===== src/hw/rtl/stuffed_frame_encoder_assert.svh =====
// assertion macros shared by the frame encoder rtl
`ifndef STUFFED_FRAME_ENCODER_ASSERT_SVH
`define STUFFED_FRAME_ENCODER_ASSERT_SVH

// same-cycle implication
`define SFE_ASSERT_IMP(lbl, clk_s, rstn_s, ante, cons, msg) \
  lbl: assert property (@(posedge clk_s) disable iff (!rstn_s) (ante) |-> (cons)) \
    else $error(msg);

// next-cycle implication
`define SFE_ASSERT_NXT(lbl, clk_s, rstn_s, ante, cons, msg) \
  lbl: assert property (@(posedge clk_s) disable iff (!rstn_s) (ante) |=> (cons)) \
    else $error(msg);

`endif


===== src/hw/rtl/sfe_pkg.sv =====
// shared types and constants of the stuffed frame encoder
package sfe_pkg;

  localparam int unsigned BYTE_W = 8;
  localparam int unsigned DATA_W = 32;
  localparam int unsigned ADDR_W = 5;

  localparam logic [2:0] REG_FLAG      = 3'd0;
  localparam logic [2:0] REG_ESCAPE    = 3'd1;
  localparam logic [2:0] REG_ADDRESS   = 3'd2;
  localparam logic [2:0] REG_CTRL_EVEN = 3'd3;
  localparam logic [2:0] REG_CTRL_ODD  = 3'd4;
  localparam logic [2:0] REG_MASK      = 3'd5;
  localparam logic [2:0] REG_CHK_EN    = 3'd6;

  typedef struct packed {
    logic [BYTE_W-1:0] flag;
    logic [BYTE_W-1:0] escape;
    logic [BYTE_W-1:0] address;
    logic [BYTE_W-1:0] ctrl_even;
    logic [BYTE_W-1:0] ctrl_odd;
    logic [BYTE_W-1:0] mask;
    logic              check_en;
  } sfe_cfg_t;

  typedef struct packed {
    logic              header;
    logic [BYTE_W-1:0] control;
    logic [BYTE_W-1:0] data;
    logic              data_stuff;
    logic              last;
    logic [BYTE_W-1:0] check;
    logic              check_stuff;
  } sfe_desc_t;

  typedef enum logic [3:0] {
    ST_START,
    ST_FLAG,
    ST_ADDR,
    ST_CTRL,
    ST_HCHK,
    ST_DESC,
    ST_DATA,
    ST_CESC,
    ST_CHK,
    ST_CLOSE
  } sfe_step_t;

endpackage


===== src/hw/rtl/stuffed_frame_encoder.sv =====
// top level of the stuffed frame encoder with its register file
// an accepted item is stored in the queue; its line beats come from the output register
// throughput: one line beat per cycle unless stalled or queue empty; an item takes 1 to 9
// beats (header 4 on first beat, payload 1 or 2, check 1 or 2, closing flag 1 on last beat)
// the front end takes a new beat each cycle until the descriptor queue is full
// reset: synchronous active low, clears frame state, queue and registers to defaults
module stuffed_frame_encoder #(
  parameter int unsigned QUEUE_DEPTH = 4
) (
  input  logic                       clk,
  input  logic                       rst_n,
  input  logic                       psel,
  input  logic                       penable,
  input  logic                       pwrite,
  input  logic [sfe_pkg::ADDR_W-1:0] paddr,
  input  logic [sfe_pkg::DATA_W-1:0] pwdata,
  output logic [sfe_pkg::DATA_W-1:0] prdata,
  output logic                       pready,
  input  logic                       in_valid,
  output logic                       in_stall,
  input  logic [sfe_pkg::BYTE_W-1:0] in_payload_byte,
  input  logic                       in_packet_end,
  input  logic                       in_sequence_bit,
  output logic                       out_valid,
  input  logic                       out_stall,
  output logic [sfe_pkg::BYTE_W-1:0] out_line_byte,
  output logic                       out_frame_end,
  output logic                       out_run_end
);
  import sfe_pkg::*;

  sfe_cfg_t   cfg_r, cfg_nxt;
  logic [2:0] reg_idx;
  logic       wr_en;
  logic       push, pop, q_full, q_empty;
  sfe_desc_t  desc_in, desc_head;

  assign pready  = 1'b1;
  assign reg_idx = paddr[4:2];
  assign wr_en   = psel && penable && pwrite && pready;

  always_comb begin
    cfg_nxt = cfg_r;
    if (wr_en) begin
      unique case (reg_idx)
        REG_FLAG:      cfg_nxt.flag      = pwdata[BYTE_W-1:0];
        REG_ESCAPE:    cfg_nxt.escape    = pwdata[BYTE_W-1:0];
        REG_ADDRESS:   cfg_nxt.address   = pwdata[BYTE_W-1:0];
        REG_CTRL_EVEN: cfg_nxt.ctrl_even = pwdata[BYTE_W-1:0];
        REG_CTRL_ODD:  cfg_nxt.ctrl_odd  = pwdata[BYTE_W-1:0];
        REG_MASK:      cfg_nxt.mask      = pwdata[BYTE_W-1:0];
        REG_CHK_EN:    cfg_nxt.check_en  = pwdata[0];
        default:       cfg_nxt           = cfg_r;
      endcase
    end
  end

  always_comb begin
    prdata = '0;
    unique case (reg_idx)
      REG_FLAG:      prdata = DATA_W'(cfg_r.flag);
      REG_ESCAPE:    prdata = DATA_W'(cfg_r.escape);
      REG_ADDRESS:   prdata = DATA_W'(cfg_r.address);
      REG_CTRL_EVEN: prdata = DATA_W'(cfg_r.ctrl_even);
      REG_CTRL_ODD:  prdata = DATA_W'(cfg_r.ctrl_odd);
      REG_MASK:      prdata = DATA_W'(cfg_r.mask);
      REG_CHK_EN:    prdata = DATA_W'(cfg_r.check_en);
      default:       prdata = '0;
    endcase
  end

  always_ff @(posedge clk) begin
    if (!rst_n) begin
      cfg_r.flag      <= 8'h7E;
      cfg_r.escape    <= 8'h7D;
      cfg_r.address   <= 8'h03;
      cfg_r.ctrl_even <= 8'h00;
      cfg_r.ctrl_odd  <= 8'h40;
      cfg_r.mask      <= 8'h00;
      cfg_r.check_en  <= 1'b0;
    end else begin
      cfg_r <= cfg_nxt;
    end
  end

  sfe_front u_front (
    .clk             (clk),
    .rst_n           (rst_n),
    .cfg_i           (cfg_r),
    .in_valid        (in_valid),
    .in_stall        (in_stall),
    .in_payload_byte (in_payload_byte),
    .in_packet_end   (in_packet_end),
    .in_sequence_bit (in_sequence_bit),
    .q_full_i        (q_full),
    .push_o          (push),
    .desc_o          (desc_in)
  );

  sfe_queue #(
    .DEPTH (QUEUE_DEPTH)
  ) u_queue (
    .clk     (clk),
    .rst_n   (rst_n),
    .push_i  (push),
    .din_i   (desc_in),
    .pop_i   (pop),
    .dout_o  (desc_head),
    .full_o  (q_full),
    .empty_o (q_empty)
  );

  sfe_back u_back (
    .clk           (clk),
    .rst_n         (rst_n),
    .cfg_i         (cfg_r),
    .head_i        (desc_head),
    .head_valid_i  (!q_empty),
    .pop_o         (pop),
    .out_valid     (out_valid),
    .out_stall     (out_stall),
    .out_line_byte (out_line_byte),
    .out_frame_end (out_frame_end),
    .out_run_end   (out_run_end)
  );

endmodule


===== src/hw/rtl/sfe_front.sv =====
// front end: accepts payload beats, tracks frame state and builds descriptors
`include "stuffed_frame_encoder_assert.svh"

module sfe_front (
  input  logic                      clk,
  input  logic                      rst_n,
  input  sfe_pkg::sfe_cfg_t         cfg_i,
  input  logic                      in_valid,
  output logic                      in_stall,
  input  logic [sfe_pkg::BYTE_W-1:0] in_payload_byte,
  input  logic                      in_packet_end,
  input  logic                      in_sequence_bit,
  input  logic                      q_full_i,
  output logic                      push_o,
  output sfe_pkg::sfe_desc_t        desc_o
);
  import sfe_pkg::*;

  logic              inside_frame_r, inside_frame_nxt;
  logic [BYTE_W-1:0] running_check_r, running_check_nxt;
  logic [BYTE_W-1:0] check_v;

  assign in_stall = q_full_i;
  assign push_o   = in_valid && !q_full_i;
  assign check_v  = inside_frame_r ? (running_check_r ^ in_payload_byte) : in_payload_byte;

  always_comb begin
    desc_o.header      = !inside_frame_r;
    desc_o.control     = in_sequence_bit ? cfg_i.ctrl_odd : cfg_i.ctrl_even;
    desc_o.data        = in_payload_byte;
    desc_o.data_stuff  = (in_payload_byte == cfg_i.flag) || (in_payload_byte == cfg_i.escape);
    desc_o.last        = in_packet_end;
    desc_o.check       = check_v;
    desc_o.check_stuff = cfg_i.check_en && ((check_v == cfg_i.flag) || (check_v == cfg_i.escape));
  end

  always_comb begin
    inside_frame_nxt  = inside_frame_r;
    running_check_nxt = running_check_r;
    if (push_o) begin
      inside_frame_nxt  = !in_packet_end;
      running_check_nxt = in_packet_end ? '0 : check_v;
    end
  end

  always_ff @(posedge clk) begin
    if (!rst_n) begin
      inside_frame_r  <= 1'b0;
      running_check_r <= '0;
    end else begin
      inside_frame_r  <= inside_frame_nxt;
      running_check_r <= running_check_nxt;
    end
  end

  `SFE_ASSERT_NXT(a_end_closes_frame, clk, rst_n, push_o && in_packet_end, !inside_frame_r, "frame left open after last beat")
  `SFE_ASSERT_IMP(a_idle_check_clear, clk, rst_n, !inside_frame_r, running_check_r == '0, "running check not cleared between frames")

endmodule


===== src/hw/rtl/sfe_queue.sv =====
// descriptor queue between front and back end
`include "stuffed_frame_encoder_assert.svh"

module sfe_queue #(
  parameter int unsigned DEPTH = 4
) (
  input  logic               clk,
  input  logic               rst_n,
  input  logic               push_i,
  input  sfe_pkg::sfe_desc_t din_i,
  input  logic               pop_i,
  output sfe_pkg::sfe_desc_t dout_o,
  output logic               full_o,
  output logic               empty_o
);
  import sfe_pkg::*;

  localparam int unsigned PTR_W = $clog2(DEPTH);
  localparam int unsigned CNT_W = $clog2(DEPTH + 1);

  sfe_desc_t        entries_r [DEPTH];
  logic [PTR_W-1:0] wr_ptr_r, wr_ptr_nxt;
  logic [PTR_W-1:0] rd_ptr_r, rd_ptr_nxt;
  logic [CNT_W-1:0] count_r, count_nxt;

  assign full_o  = (count_r == CNT_W'(DEPTH));
  assign empty_o = (count_r == '0);
  assign dout_o  = entries_r[rd_ptr_r];

  always_comb begin
    wr_ptr_nxt = wr_ptr_r;
    rd_ptr_nxt = rd_ptr_r;
    count_nxt  = count_r;
    if (push_i) begin
      wr_ptr_nxt = (wr_ptr_r == PTR_W'(DEPTH - 1)) ? '0 : wr_ptr_r + PTR_W'(1);
    end
    if (pop_i) begin
      rd_ptr_nxt = (rd_ptr_r == PTR_W'(DEPTH - 1)) ? '0 : rd_ptr_r + PTR_W'(1);
    end
    if (push_i && !pop_i) begin
      count_nxt = count_r + CNT_W'(1);
    end else if (pop_i && !push_i) begin
      count_nxt = count_r - CNT_W'(1);
    end
  end

  always_ff @(posedge clk) begin
    if (!rst_n) begin
      wr_ptr_r <= '0;
      rd_ptr_r <= '0;
      count_r  <= '0;
    end else begin
      wr_ptr_r <= wr_ptr_nxt;
      rd_ptr_r <= rd_ptr_nxt;
      count_r  <= count_nxt;
    end
  end

  always_ff @(posedge clk) begin
    if (push_i) begin
      entries_r[wr_ptr_r] <= din_i;
    end
  end

  `SFE_ASSERT_IMP(a_no_overfill, clk, rst_n, 1'b1, count_r <= CNT_W'(DEPTH), "queue count above depth")
  `SFE_ASSERT_IMP(a_no_pop_empty, clk, rst_n, pop_i, !empty_o, "pop from empty queue")

endmodule


===== src/hw/rtl/sfe_back.sv =====
// back end: sequences header, stuffed payload, check and closing flag onto the line
`include "stuffed_frame_encoder_assert.svh"

module sfe_back (
  input  logic                       clk,
  input  logic                       rst_n,
  input  sfe_pkg::sfe_cfg_t          cfg_i,
  input  sfe_pkg::sfe_desc_t         head_i,
  input  logic                       head_valid_i,
  output logic                       pop_o,
  output logic                       out_valid,
  input  logic                       out_stall,
  output logic [sfe_pkg::BYTE_W-1:0] out_line_byte,
  output logic                       out_frame_end,
  output logic                       out_run_end
);
  import sfe_pkg::*;

  sfe_step_t         step_r, step_nxt;
  sfe_step_t         cur_step, after_step;
  logic              out_valid_r, out_valid_nxt;
  logic [BYTE_W-1:0] out_byte_r;
  logic              out_fend_r, out_rend_r;
  logic [BYTE_W-1:0] byte_v;
  logic              fend_v, done_v, load;

  assign load  = head_valid_i && (!out_valid_r || !out_stall);
  assign pop_o = load && done_v;

  always_comb begin
    cur_step = step_r;
    if (step_r == ST_START) begin
      cur_step = head_i.header ? ST_FLAG : (head_i.data_stuff ? ST_DESC : ST_DATA);
    end
    byte_v     = '0;
    fend_v     = 1'b0;
    done_v     = 1'b0;
    after_step = ST_START;
    unique case (cur_step)
      ST_FLAG: begin
        byte_v     = cfg_i.flag;
        after_step = ST_ADDR;
      end
      ST_ADDR: begin
        byte_v     = cfg_i.address;
        after_step = ST_CTRL;
      end
      ST_CTRL: begin
        byte_v     = head_i.control;
        after_step = ST_HCHK;
      end
      ST_HCHK: begin
        byte_v     = cfg_i.address ^ head_i.control;
        after_step = head_i.data_stuff ? ST_DESC : ST_DATA;
      end
      ST_DESC: begin
        byte_v     = cfg_i.escape;
        after_step = ST_DATA;
      end
      ST_DATA: begin
        byte_v = head_i.data_stuff ? (head_i.data ^ cfg_i.mask) : head_i.data;
        if (head_i.last) begin
          after_step = head_i.check_stuff ? ST_CESC : ST_CHK;
        end else begin
          done_v = 1'b1;
        end
      end
      ST_CESC: begin
        byte_v     = cfg_i.escape;
        after_step = ST_CHK;
      end
      ST_CHK: begin
        byte_v     = head_i.check_stuff ? (head_i.check ^ cfg_i.mask) : head_i.check;
        after_step = ST_CLOSE;
      end
      ST_CLOSE: begin
        byte_v = cfg_i.flag;
        fend_v = 1'b1;
        done_v = 1'b1;
      end
      default: begin
        byte_v = '0;
      end
    endcase

    step_nxt      = step_r;
    out_valid_nxt = out_valid_r;
    if (load) begin
      step_nxt      = done_v ? ST_START : after_step;
      out_valid_nxt = 1'b1;
    end else if (!out_stall) begin
      out_valid_nxt = 1'b0;
    end
  end

  always_ff @(posedge clk) begin
    if (!rst_n) begin
      step_r      <= ST_START;
      out_valid_r <= 1'b0;
    end else begin
      step_r      <= step_nxt;
      out_valid_r <= out_valid_nxt;
    end
  end

  always_ff @(posedge clk) begin
    if (load) begin
      out_byte_r <= byte_v;
      out_fend_r <= fend_v;
      out_rend_r <= done_v;
    end
  end

  assign out_valid     = out_valid_r;
  assign out_line_byte = out_byte_r;
  assign out_frame_end = out_fend_r;
  assign out_run_end   = out_rend_r;

  `SFE_ASSERT_IMP(a_close_ends_run, clk, rst_n, out_valid_r && out_fend_r, out_rend_r, "closing flag not marked as run end")

endmodule


===== config.mk =====
export PLATFORM = sky130hd
export DESIGN_NAME = stuffed_frame_encoder
export DESIGN_NICKNAME = d
export VERILOG_FILES = /design/src/hw/rtl/sfe_pkg.sv /design/src/hw/rtl/stuffed_frame_encoder.sv /design/src/hw/rtl/sfe_front.sv /design/src/hw/rtl/sfe_queue.sv /design/src/hw/rtl/sfe_back.sv
export VERILOG_INCLUDE_DIRS = /design/src /design/src/hw/rtl
export SDC_FILE = /design/constraint.sdc
export NUM_CORES = 1
export LEC_CHECK = 0
export BUFFER_PORTS_ARGS = -buffer_cell sky130_fd_sc_hd__buf_4
export CAP_MARGIN = 10
export CORE_MARGIN = 4
export CORE_UTILIZATION = 44
export DETAILED_ROUTE_END_ITERATION = 10
export SLEW_MARGIN = 20
export SYNTH_ARGS = -nofsm -noshare
export SYNTH_HDL_FRONTEND = slang
export SYNTH_SLANG_ARGS = --single-unit

===== constraint.sdc =====
create_clock -name clk -period 2.8 [get_ports clk]
set_clock_uncertainty 0.1 [all_clocks]
set_input_delay 0.56 -clock clk [delete_from_list [all_inputs] [get_ports clk]]
set_output_delay 0.56 -clock clk [all_outputs]
set_load 0.01 [all_outputs]

Yosys cells after proc, flatten, opt, wreduce, memory -nomap -nowiden
Memories as Yosys holds them, arrays and structs flattened. A register that Yosys moved wholly into a read port is not among the register bits.
Cells that the tools add are included.
{"block": "op_classes", "eq_ne": 23, "n_reduce_logical": 32, "mux": 27, "addsub": 4, "n_div": 0, "mul": 0, "n_lt_le_gt_ge": 0, "shift": 0, "n_bitwise": 4}
{"op": "case mux 8 bit (7 select lines)", "n": 2}
{"op": "2-to-1 mux 8 bit", "n": 5}
{"op": "equality test 8 bit", "n": 4}
{"op": "case mux 4 bit (8 select lines)", "n": 1}
{"op": "bitwise XOR 8 bit", "n": 4}
{"op": "2-to-1 mux 4 bit", "n": 5}
{"op": "equality test 4 x 3 -> 1 bit, second input constant", "n": 4}
{"op": "AND reduction 2 bit", "n": 7}
{"op": "equality test 3 bit, second input constant", "n": 4}
{"op": "2-to-1 mux 2 bit", "n": 5}
{"op": "equality test 4 x 2 -> 1 bit, second input constant", "n": 2}
{"op": "equality test 4 bit, second input constant", "n": 2}
{"op": "logical AND 1 bit", "n": 8}
{"op": "logical NOT 1 bit", "n": 8}
{"op": "equality test 3 x 2 -> 1 bit, second input constant", "n": 2}
{"op": "logical NOT 3 bit", "n": 2}
{"op": "2-to-1 mux 1 bit", "n": 6}
{"op": "2-to-1 mux 3 bit", "n": 2}
{"op": "adder 2 x 1 -> 2 bit, second input constant", "n": 2}
{"op": "equality test 2 bit, second input constant", "n": 2}
{"op": "equality test 4 x 1 -> 1 bit, second input constant", "n": 1}
{"op": "logical NOT 4 bit", "n": 1}
{"op": "OR reduction 2 bit", "n": 2}
{"op": "adder 3 x 1 -> 3 bit, second input constant", "n": 1}
{"op": "other kinds (6)", "n": 8}
{"block": "word_totals", "word_cells": 108, "ramBits": 112, "output_inout_bits": 45, "register_bits": 80, "latch_bits": 0, "n_memories": 1, "mem_bits_ro": 0, "inputBits": 54}
{"memory": "u_queue.entries_r", "words": 4, "width": 28, "read_ports": 1, "rd_clocked_by_memory_dff": 1, "wr": 1, "line_no": "sfe_queue.sv:21", "text": "sfe_desc_t entries_r [DEPTH];"}

Depth between registers and ports, before layout
{"block": "logic_depth", "ltp_word": 9, "ltp_mapped": 12, "mapped_depth_nobuf": 12}

Modules after synthesis
Synthesis repeated with hierarchy kept, for this count alone.
{"block": "hier_totals", "cells_unflattened": 756, "area_unflattened_um2": 9582.9}
{"mod": "sfe_queue", "area_per_inst_um2": 4548.1, "n_inst": 1, "cells_per_inst": 190, "seq_area_each_um2": 3543.4}
{"mod": "stuffed_frame_encoder", "area_per_inst_um2": 2561.2, "n_inst": 1, "cells_per_inst": 275, "seq_area_each_um2": 980.9}
{"mod": "sfe_back", "area_per_inst_um2": 1512.7, "n_inst": 1, "cells_per_inst": 178, "seq_area_each_um2": 400.4}
{"mod": "sfe_front", "area_per_inst_um2": 960.9, "n_inst": 1, "cells_per_inst": 113, "seq_area_each_um2": 180.2}

Worst setup path after synthesis
OpenSTA, ideal clock, no wires.
{"block": "synth_path", "path_type": "reg-to-reg", "from": "register with a tool-made name", "to": "register u_queue.count_r[2]", "slack_ns": 0.038, "path_buffers": 0, "required_time_ns": 2.624, "path_stages_with_launch": 11, "period_less_slack_ns": 2.762, "arrival_time_ns": 2.587, "setup_ns": 0.076, "cell_sequence": "dfxtp_1 > mux4_2 > a21oi_1 > o21ai_2 > inv_1 > ha_1 > inv_1 > fa_1 > xor2_1 > or3_1 > a21boi_0"}
{"item": "end signal, assigned", "line_no": "sfe_queue.sv:55", "text": "count_r <= count_nxt;"}
{"item": "end, declared", "line_no": "sfe_queue.sv:24", "text": "logic [CNT_W-1:0] count_r, count_nxt;"}

==> results.sh <==
export IMPL_yosys_mux_area_fraction_pct=14.36
export IMPL_maxCapViolations=0
export IMPL_htreeDepth=4
export IMPL_outcome="finished clean"
export IMPL_crit_fanout=3
export IMPL_hold_class="in2reg"
export IMPL_synth_top_family_by_area="multiplexers"
export IMPL_yosys_register_bits=194
export IMPL_syn_area_mm2=0.009356
export IMPL_yosysTopAreaCell="edfxtp_1"
export IMPL_rows=53
export IMPL_numCtsBuffers=17
export IMPL_drt_initial_drc_count=414
export IMPL_critPathKind="reg2reg"
export IMPL_grt_overflow_total=0
export IMPL_track_usage_pct=19.45
export IMPL_cts_root_buf="clkbuf_16"
export IMPL_io_buffers=47
export IMPL_cts_hold_buf=0
export IMPL_hp_start="in_payload_byte[4]"
export IMPL_fmax_ghz=0.3735
export IMPL_initial_core_util_pct=44.65
export IMPL_clkTransAtPathRegs_ps=70
export IMPL_reg2reg_slack_ps=120
export IMPL_peakVddDrop_mv=0.4882
export IMPL_startpoint_type="flip-flop"
export IMPL_diodes=0
export IMPL_synthSimpleGateAreaFrac_pct=12.74
export IMPL_ys_types=55
export IMPL_dp_cells=1091
export IMPL_synth_most_common_cell="edfxtp_1"
export IMPL_ys_seq_area_share_pct=54.56
export IMPL_wl_per_cell_um=20.36
export IMPL_grt_pass1_wl_mm=35.42
export IMPL_drv_slew=0
export IMPL_cts_sinks=194
export IMPL_viasPerCell=5.545
export IMPL_dp_hpwl_mm=16.06
export IMPL_die_area_mm2=0.02366
export IMPL_synth_area_leaders="edfxtp_1 (39%), dfxtp_1 (15%), mux4_2 (6.7%)"
export IMPL_drive_gt1_share_pct=18.99
export IMPL_yosys_warnings=0
export IMPL_synth_adder_area_share_pct=1.016
export IMPL_hold_end="u_queue.entries_r[0][15]$_DFFE_PP_"
export IMPL_syn_to_final_growth_pct=13.33
export IMPL_final_hold_violation_count=0
export IMPL_fillers=1831
export IMPL_finalCritPeriodShare_pct=95.63
export IMPL_cp_end_kind="flip-flop"
export IMPL_crit_arrival_ps=2930
export IMPL_final_nets=896
export IMPL_reg2reg_from="u_queue.entries_r[3][27]$_DFFE_PP_"
export IMPL_cts_tree="done"
export IMPL_fp_dieH_um=153.8
export IMPL_power_density_mw_per_mm2=764.0
export IMPL_setup_viol=0
export IMPL_grt_pass1_vias=6081
export IMPL_synth_flop_cell="edfxtp_1"
export IMPL_vias=6227
export IMPL_reg2reg_depth=11
export IMPL_io_pins=99
export IMPL_clk_path_buf_depth=2
export IMPL_leakage_nw=3.735
export IMPL_reg2reg_to="u_queue.count_r[2]$_SDFFE_PN0P_"
export IMPL_fin_util_pct=50.60
export IMPL_gp_congestion=0.8510
export IMPL_synth_edff_count=122
export IMPL_synth_compound_area_share_pct=7.181
export IMPL_hold_path_depth=1
export IMPL_synth_common_cells="edfxtp_1 (122), nand2_1 (84), dfxtp_1 (72)"
export IMPL_firstDrtPassIters=7
export IMPL_slew_headroom_pct=50.45
export IMPL_final_cells=1123
export IMPL_cp_data_required_time_ps=3060
export IMPL_drc_errors=0
export IMPL_grt_max_degree=73
export IMPL_synthCells=781
export IMPL_worstMarginPinSlew_ps=740.5
export IMPL_ys_async_sr_fraction_pct=0
export IMPL_synth_top_area_share_pct=39.15
export IMPL_syn_avg_cell_area_um2=11.98
export IMPL_core_mm2=0.02096
export IMPL_wirelength_mm=22.86
export IMPL_antenna_found_initial=1
export IMPL_fin_crit_ps=2678
export IMPL_ant_nets=0
export IMPL_synthXorXnorAreaFrac_pct=5.336
export IMPL_fp_dieW_um=153.8
export IMPL_clk_insertion_delay_late_ps=430
-- placed cells by master, fill, tap and decap left out, types with 3 or more instances in the layout --
cell type and n:
o21ai_1 3, o22ai_1 4, mux2_2 11, xnor2_1 31, nor2b_1 44, nand4_1 7
nor2_1 29, nand3b_1 8, buf_4 75, mux2i_1 51, dfxtp_1 70, nand2_1 84
conb_1 25, inv_1 21, a22oi_1 6, clkinv_4 5, nor4_1 4, o21ai_0 20
clkbuf_16 17, a21oi_1 33, nor3_1 22, mux4_2 29, a222oi_1 5, xor2_1 26
o221ai_1 5, inv_8 4, or3_1 4, and2_1 5, edfxtp_1 122, nand3_1 17
a21boi_0 7, ha_1 6, nand2b_1 7
-- sequential cells by signal, indices dropped and copies added (netlist names), named ones only --
| register | count |
|---|---|
| u_queue.entries_r | 112 |
| cfg_r | 49 |
| u_back.out_line_byte | 8 |
| u_front.running_check_r | 8 |
| u_back.step_r | 4 |
| u_queue.count_r | 3 |
| u_queue.rd_ptr_r | 2 |
| u_queue.wr_ptr_r | 2 |
| u_back.out_frame_end | 1 |
| u_back.out_run_end | 1 |
| u_back.out_valid | 1 |
| u_front.inside_frame_r | 1 |
-- how the worst max path moves through the flow --
stage	startpoint	to	slack, ps	cells after the start
global route	u_queue.entries_r[3][27]$_DFFE_PP_	u_queue.count_r[2]$_SDFFE_PN0P_	-2	11
finish	u_queue.entries_r[3][27]$_DFFE_PP_	u_queue.count_r[2]$_SDFFE_PN0P_	120	11
detailed placement	flip-flop	u_queue.count_r[2]$_SDFFE_PN0P_	40	11
CTS	flip-flop	u_queue.count_r[2]$_SDFFE_PN0P_	10	11
global placement	u_queue.entries_r[3][27]$_DFFE_PP_	u_queue.count_r[2]$_SDFFE_PN0P_	120	11
floorplan	flip-flop	u_queue.count_r[2]$_SDFFE_PN0P_	40	10
-- metrics by stage --
step	setup slack (ps)	power [W]	cell area (um^2)	setup TNS [ps]	hold WS [ps]
after floorplan	37.50	0.004993	9443	0	357.8
after global placement	121.5	0.005695	9996	0	370.4
after detailed placement	39.39	0.005756	9996	0	385.2
after CTS	11.60	0.008126	10570	0	262.3
after global routing	-2.461	0.008486	10600	-2.461	267.6
final	122.4	0.008102	10600	0	282.6
-- area by class of cell --
class | count | area (um^2) | area share [%]
Sequential cell | 194 | 5107 | 48.17
Multi-Input combinational cell | 525 | 3920 | 36.97
Timing Repair Buffer | 76 | 578.1 | 5.451
Clock buffer | 18 | 429.2 | 4.047
Tap cell | 275 | 344.1 | 3.245
Clock inverter | 14 | 146.4 | 1.381
Inverter | 21 | 78.83 | 0.7434
-- report_power, final --
part / internal, W / leakage [nW] / switching [W]
sequential: 0.00344 / 1.73 / 0.000181
clock: 0.00126 / 0.276 / 0.00111
combinational: 0.000859 / 1.73 / 0.00126
-- kinds of logic after synthesis --
logic type / count (synthesis)
fa+ha+maj: 7
flops: 194
mux: 93
compound gates: 103
buf+inv: 85
xor+xnor: 57
other cells: 2
simple gates: 240
-- layer usage --
layer	share of wire (%)	global-route usage, %	routed length [um]
met1	44	26.30	10150
met2	49	32.25	11200
met3	4.7	4.194	1072
met4	1.9	4.752	423
met5	0.087	0	20
-- critical path, cell delays in order (launching register included) --
cell and delay [ps]:
edfxtp_1 380, nor2_1 60, mux4_2 520, a21oi_4 160
o21ai_2 90, inv_1 50, ha_1 170, inv_1 70
fa_1 390, xor2_1 180, or3_1 310, a21boi_1 140
-- repair_timing --
item / CTS / global route
endpoints found under the setup margin: 0 / 3
gates resized for setup: 0 / 9
setup buffers: 0 / 0
endpoints found under the hold margin: 0 / 0
(Power assumes the default switching activity.)
